## config.mk

```make
export PLATFORM = sky130hd
export DESIGN_NAME = gbp_hist
export DESIGN_NICKNAME = d
export VERILOG_FILES = /design/src/rtl/gbp_pkg.sv /design/src/rtl/gbp_hist.sv
export SDC_FILE = /design/constraint.sdc
export NUM_CORES = 1
export LEC_CHECK = 0
export ABC_AREA = 0
export BUFFER_PORTS_ARGS = -buffer_cell sky130_fd_sc_hd__buf_4
export CAP_MARGIN = 10
export CORE_MARGIN = 4
export CORE_UTILIZATION = 50
export CTS_CLUSTER_SIZE = 20
export DETAILED_ROUTE_END_ITERATION = 8
export GPL_TIMING_DRIVEN = 0
export PLACE_DENSITY = 0.73
export SETUP_SLACK_MARGIN = 0.1
export SLEW_MARGIN = 20
export SYNTH_ARGS = -nofsm -noshare
export SYNTH_HDL_FRONTEND = slang
export SYNTH_SLANG_ARGS = --single-unit
```

## constraint.sdc

```tcl
create_clock -name i_clk -period 1.8 [get_ports i_clk]
set_input_delay 0.18 -clock i_clk [delete_from_list [all_inputs] [get_ports i_clk]]
set_output_delay 0.18 -clock i_clk [all_outputs]
set_load 0.03 [all_outputs]
```

## src/rtl/gbp_pkg.sv

```systemverilog
package gbp_pkg;

    localparam int HISTORY_BITS_DEF = 12;
    localparam int COUNTER_BITS_DEF = 2;
    localparam int THREADS_DEF      = 4;

    localparam int REQ_W  = 3;
    localparam int TID_W  = 2;
    localparam int ADDR_W = 32;
    localparam int SNAP_W = 12;

    localparam logic [REQ_W-1:0] REQ_LOOKUP  = 3'd0;
    localparam logic [REQ_W-1:0] REQ_UNCOND  = 3'd1;
    localparam logic [REQ_W-1:0] REQ_BTB_FIX = 3'd2;
    localparam logic [REQ_W-1:0] REQ_UPDATE  = 3'd3;
    localparam logic [REQ_W-1:0] REQ_SQUASH  = 3'd4;

    typedef enum logic [1:0] {
        ST_CLEAR,
        ST_IDLE,
        ST_ACCESS
    } t_state;

    typedef struct packed {
        logic [REQ_W-1:0]  req_type;
        logic [TID_W-1:0]  thread_id;
        logic [ADDR_W-1:0] br_pc;
        logic              taken;
        logic              squashed;
        logic [SNAP_W-1:0] saved_history;
    } t_in_word;

    typedef struct packed {
        logic              predict_taken;
        logic [SNAP_W-1:0] history_snapshot;
    } t_out_word;

endpackage

```

## src/rtl/gbp_hist.sv

```systemverilog
module gbp_hist #(
    parameter int THREADS      = gbp_pkg::THREADS_DEF,
    parameter int HISTORY_BITS = gbp_pkg::HISTORY_BITS_DEF
) (
    input  logic                      i_clk,
    input  logic                      i_rst_n,
    input  logic [gbp_pkg::TID_W-1:0] i_rd_tid,
    output logic [HISTORY_BITS-1:0]   o_rd_hist,
    input  logic                      i_wr_en,
    input  logic [gbp_pkg::TID_W-1:0] i_wr_tid,
    input  logic [HISTORY_BITS-1:0]   i_wr_hist
);
    import gbp_pkg::*;

    localparam int TIDX_W = (THREADS > 1) ? $clog2(THREADS) : 1;

    logic [HISTORY_BITS-1:0] r_hist [THREADS];

    always_ff @(posedge i_clk) begin
        for (int t = 0; t < THREADS; t++) begin
            if (!i_rst_n) begin
                r_hist[t] <= '0;
            end else if (i_wr_en && (int'(i_wr_tid) == t)) begin
                r_hist[t] <= i_wr_hist;
            end
        end
    end

    // out-of-range thread reads as zero
    always_comb begin
        o_rd_hist = '0;
        if (int'(i_rd_tid) < THREADS) begin
            o_rd_hist = r_hist[TIDX_W'(i_rd_tid)];
        end
    end

endmodule

```

==> impl_metrics.prom <==
# TYPE chip_impl_metric gauge
chip_impl_metric{name="row_count",unit=""} 23
chip_impl_metric{name="die_h",unit="um"} 73.3
chip_impl_metric{name="place_congestion",unit=""} 0.706
chip_impl_metric{name="maxSlewViolCount",unit=""} 0
chip_impl_metric{name="drt-pass1-iter-count",unit=""} 4
chip_impl_metric{name="drc_violations_left",unit=""} 0
chip_impl_metric{name="dieArea",unit="sq mm"} 0.00537
chip_impl_info{name="timing.hold.worst_endpoint",value="r_hist[3][5]"} 1
chip_impl_metric{name="timing.fmax",unit="MHz"} 645
chip_impl_metric{name="required",unit="ns"} 1.62
chip_impl_info{name="critical_path_sink_type",value="primary output"} 1
chip_impl_metric{name="yosysSeqAreaShare",unit="%"} 67.6
chip_impl_info{name="min-delay-path-class",value="input port to flip-flop"} 1
chip_impl_info{name="top_cells_by_count_synth",value="sky130_fd_sc_hd__and2_1, sky130_fd_sc_hd__edfxtp_1, sky130_fd_sc_hd__mux4_2, sky130_fd_sc_hd__clkbuf_2, sky130_fd_sc_hd__o21ai_0"} 1
chip_impl_metric{name="syn_nets",unit=""} 144
chip_impl_metric{name="quantity_of_hold_fixing_buffers_added_after_cts",unit=""} 0
chip_impl_metric{name="setup_ws_final",unit="ns"} 0.249
chip_impl_metric{name="clk_path_buf_depth",unit=""} 2
chip_impl_metric{name="maxCapViolations",unit=""} 0
chip_impl_metric{name="tritoncts.num_buffers",unit=""} 5
chip_impl_metric{name="drt-wirelength-per-cell",unit="um"} 18.4
chip_impl_metric{name="area_growth",unit="%"} 19.3
chip_impl_metric{name="numPortBuffers",unit=""} 30
chip_impl_metric{name="ant_nets",unit=""} 0
chip_impl_metric{name="place_area",unit="sq mm"} 0.00243
chip_impl_metric{name="power-per-cell-area",unit="mW/mm^2"} 942
chip_impl_metric{name="final_layout_size_suffix_gt1_share",unit="%"} 35.6
chip_impl_metric{name="synth-xor-area-share",unit="%"} 0
chip_impl_info{name="ys.flop_type",value="sky130_fd_sc_hd__edfxtp_1"} 1
chip_impl_metric{name="htree_num_levels",unit=""} 2
chip_impl_metric{name="synth_adder_area_share",unit="%"} 0
chip_impl_metric{name="pin_count_of_the_biggest_net_entering_global_routing",unit=""} 15
chip_impl_metric{name="largest_register_ffs",unit=""} 48
chip_impl_metric{name="buffers_plus_inverters_on_the_worst_setup_path",unit=""} 1
chip_impl_metric{name="coreArea",unit="sq mm"} 0.00406
chip_impl_metric{name="fin_area",unit="sq mm"} 0.00254
chip_impl_info{name="synth.area.top_cells",value="sky130_fd_sc_hd__edfxtp_1, sky130_fd_sc_hd__and2_1, sky130_fd_sc_hd__mux4_2"} 1
chip_impl_metric{name="avgSynthCellArea",unit="sq um"} 17.0
chip_impl_metric{name="grt_antenna_before_repair",unit=""} 0
chip_impl_info{name="tritoncts",value="done"} 1
chip_impl_metric{name="leakagePower",unit="nW"} 0.968
chip_impl_info{name="top_register",value="r_hist"} 1
chip_impl_metric{name="clkSinkCount",unit=""} 48
chip_impl_metric{name="dr.first_iter.drc_count",unit=""} 66
chip_impl_metric{name="synth_enable_flop_cells",unit=""} 48
chip_impl_metric{name="post_cts_resize_count",unit=""} 0
chip_impl_metric{name="worst_slew_margin_rel",unit="%"} 48.2
chip_impl_metric{name="post-synth-top-area-fraction",unit="%"} 67.6
chip_impl_metric{name="clk_pin_slew_worst_paths",unit="ns"} 0.09
chip_impl_info{name="cpMaxStageDelayCell",value="sky130_fd_sc_hd__mux4_1"} 1
chip_impl_metric{name="yosys.cell_types.count",unit=""} 14
chip_impl_info{name="status",value="finished clean"} 1
chip_impl_metric{name="report.final.setup_viol",unit=""} 0
chip_impl_metric{name="report.final.hold_viol_count",unit=""} 0
chip_impl_metric{name="postSynthRegisterBits",unit=""} 48
chip_impl_metric{name="fin_crit",unit="ns"} 1.55
chip_impl_metric{name="preCtsSetupSlack",unit="ns"} 0.300
chip_impl_metric{name="dieWidth",unit="um"} 73.3
chip_impl_metric{name="hold_depth",unit=""} 2
chip_impl_metric{name="num_vias",unit=""} 1148
chip_impl_metric{name="initial_core_util",unit="%"} 52.5
chip_impl_metric{name="worst_slew_pin_slew",unit="ns"} 0.777
chip_impl_metric{name="wl",unit="um"} 3910
chip_impl_info{name="biggestRegsByFlops",value="r_hist (48)"} 1
chip_impl_metric{name="yosys_warnings",unit=""} 0
chip_impl_metric{name="wire_length_of_the_first_global_routing_pass",unit="um"} 6310
chip_impl_metric{name="layout_worst_path_cycle_share",unit="%"} 86.2
chip_impl_metric{name="synth_cells",unit=""} 125
chip_impl_metric{name="dp.final_hpwl",unit="um"} 2620
chip_impl_metric{name="grt_remaining_overflow",unit=""} 0
chip_impl_metric{name="cp_slowest_stage_delay",unit="ns"} 0.53
chip_impl_metric{name="gr-usage-all-layers",unit="%"} 16.6
chip_impl_metric{name="avgViaCountPerCell",unit=""} 5.39
chip_impl_metric{name="synth-compound-area-share",unit="%"} 0.940
chip_impl_metric{name="io-pin-count",unit=""} 31
chip_impl_metric{name="fillerInstances",unit=""} 300
chip_impl_info{name="timing.critical_path.max_delay_family",value="multiplexers"} 1
chip_impl_metric{name="post_synth_instance_area",unit="sq mm"} 0.00213
chip_impl_metric{name="asyncSetResetFlopFracSynth",unit="%"} 0
chip_impl_metric{name="num-nets-final",unit=""} 181
chip_impl_metric{name="synth-simple-area-share",unit="%"} 16.5
chip_impl_info{name="grt_setup_unrepaired",value="no"} 1
chip_impl_info{name="startpoint_type",value="flip-flop"} 1
chip_impl_info{name="critPathKind",value="flip-flop to primary output"} 1
chip_impl_info{name="synth.largest_area_cell",value="sky130_fd_sc_hd__edfxtp_1"} 1
chip_impl_info{name="dominant_combinational_cell_family_by_area_after_synthesis",value="simple AND/OR/NAND/NOR gates"} 1
chip_impl_metric{name="critPathMaxFanout",unit=""} 1
chip_impl_metric{name="post_synth_mux_area_share",unit="%"} 13.0
chip_impl_metric{name="first_global_vias",unit=""} 1272
chip_impl_metric{name="post_cts.repair.setup_buffers",unit=""} 0
chip_impl_metric{name="fin_util",unit="%"} 62.6
chip_impl_metric{name="worst-endpoint-arrival",unit="ns"} 1.37
chip_impl_metric{name="ir_drop",unit="mV"} 0.471
chip_impl_info{name="clock_tree.root_cell",value="sky130_fd_sc_hd__clkbuf_8"} 1
chip_impl_info{name="worst_hold_startpoint",value="i_wr_hist[5]"} 1
chip_impl_metric{name="diodes",unit=""} 0
chip_impl_info{name="crit_chain",value="mux4_1, buf_4"} 1
chip_impl_metric{name="total_power",unit="mW"} 2.39
[where the power goes]
group	leakage (nW)	total, mW	switching (mW)	internal, mW
clock network	0.0552	0.754	0.342	0.412
registers	0.472	1.33	0.0197	1.31
logic	0.440	0.307	0.172	0.135
[worst max-delay path by stage]
stage / startpoint / to / slack [ns] / cells after the start
after global routing: r_hist[1][0] / o_rd_hist[0] / 0.20 / 2
final: r_hist[1][11] / o_rd_hist[11] / 0.25 / 2
after global placement: i_wr_tid[1] / r_hist[1][2] / -0.63 / 3
after floorplan: i_wr_tid[1] / r_hist[0][0] / 0.18 / 2
after detailed placement: i_wr_tid[1] / r_hist[1][2] / 0.30 / 3
after CTS: r_hist[1][11] / o_rd_hist[11] / 0.24 / 2
[stage by stage]
step	TNS [ns]	hold WS (ns)	cells
after floorplan	0	0.378	125
after global placement	-26.52	0.476	205
after detailed placement	0	0.483	205
after CTS	0	0.169	213
after global routing	0	0.166	213
final	0	0.173	213
[cells in the final DEF (no fill, tap or decap)]
| cell | synthesis | layout |
|---|---|---|
| sky130_fd_sc_hd__and2_1 | 48 | 48 |
| sky130_fd_sc_hd__and4_1 | 1 | 1 |
| sky130_fd_sc_hd__and4b_1 | 2 | 2 |
| sky130_fd_sc_hd__and4bb_2 | 1 | 1 |
| sky130_fd_sc_hd__buf_2 | 1 | 1 |
| sky130_fd_sc_hd__buf_4 | 0 | 30 |
| sky130_fd_sc_hd__buf_6 | 1 | 1 |
| sky130_fd_sc_hd__bufinv_16 | 0 | 1 |
| sky130_fd_sc_hd__clkbuf_1 | 0 | 1 |
| sky130_fd_sc_hd__clkbuf_2 | 4 | 4 |
| sky130_fd_sc_hd__clkbuf_8 | 0 | 5 |
| sky130_fd_sc_hd__clkinv_2 | 0 | 1 |
| sky130_fd_sc_hd__edfxtp_1 | 48 | 48 |
| sky130_fd_sc_hd__inv_1 | 1 | 1 |
| sky130_fd_sc_hd__mux4_1 | 2 | 2 |
| sky130_fd_sc_hd__mux4_2 | 10 | 10 |
| sky130_fd_sc_hd__nand2_1 | 1 | 1 |
| sky130_fd_sc_hd__nand2b_1 | 1 | 1 |
| sky130_fd_sc_hd__o21ai_2 | 0 | 4 |
[per-layer routing]
layer	routed length (um)	global-route usage, %	vias up
met5	0	0	-
met4	67	6.76	0
met3	249	4.65	5
met2	2100	29.3	27
met1	1490	18.8	570
li1	-	-	546
[cell type report]
class	instances	area [sq um]	share of cell area [%]
plain buffers	6	36.3	1.43
clock buffers	6	72.6	2.86
clock inverters	2	35.0	1.38
inverters	1	3.75	0.148
multi-input cells	70	664	26.1
flip-flops and latches	48	1440	56.7
well taps	50	62.6	2.46
repair buffers	30	225	8.86
[kinds of logic after synthesis]
| logic type | count (synthesis) |
|---|---|
| compound gates | 4 |
| buf+inv | 7 |
| flops | 48 |
| mux | 12 |
| simple gates | 54 |
Note: power is estimated with default switching activity, not from simulation.
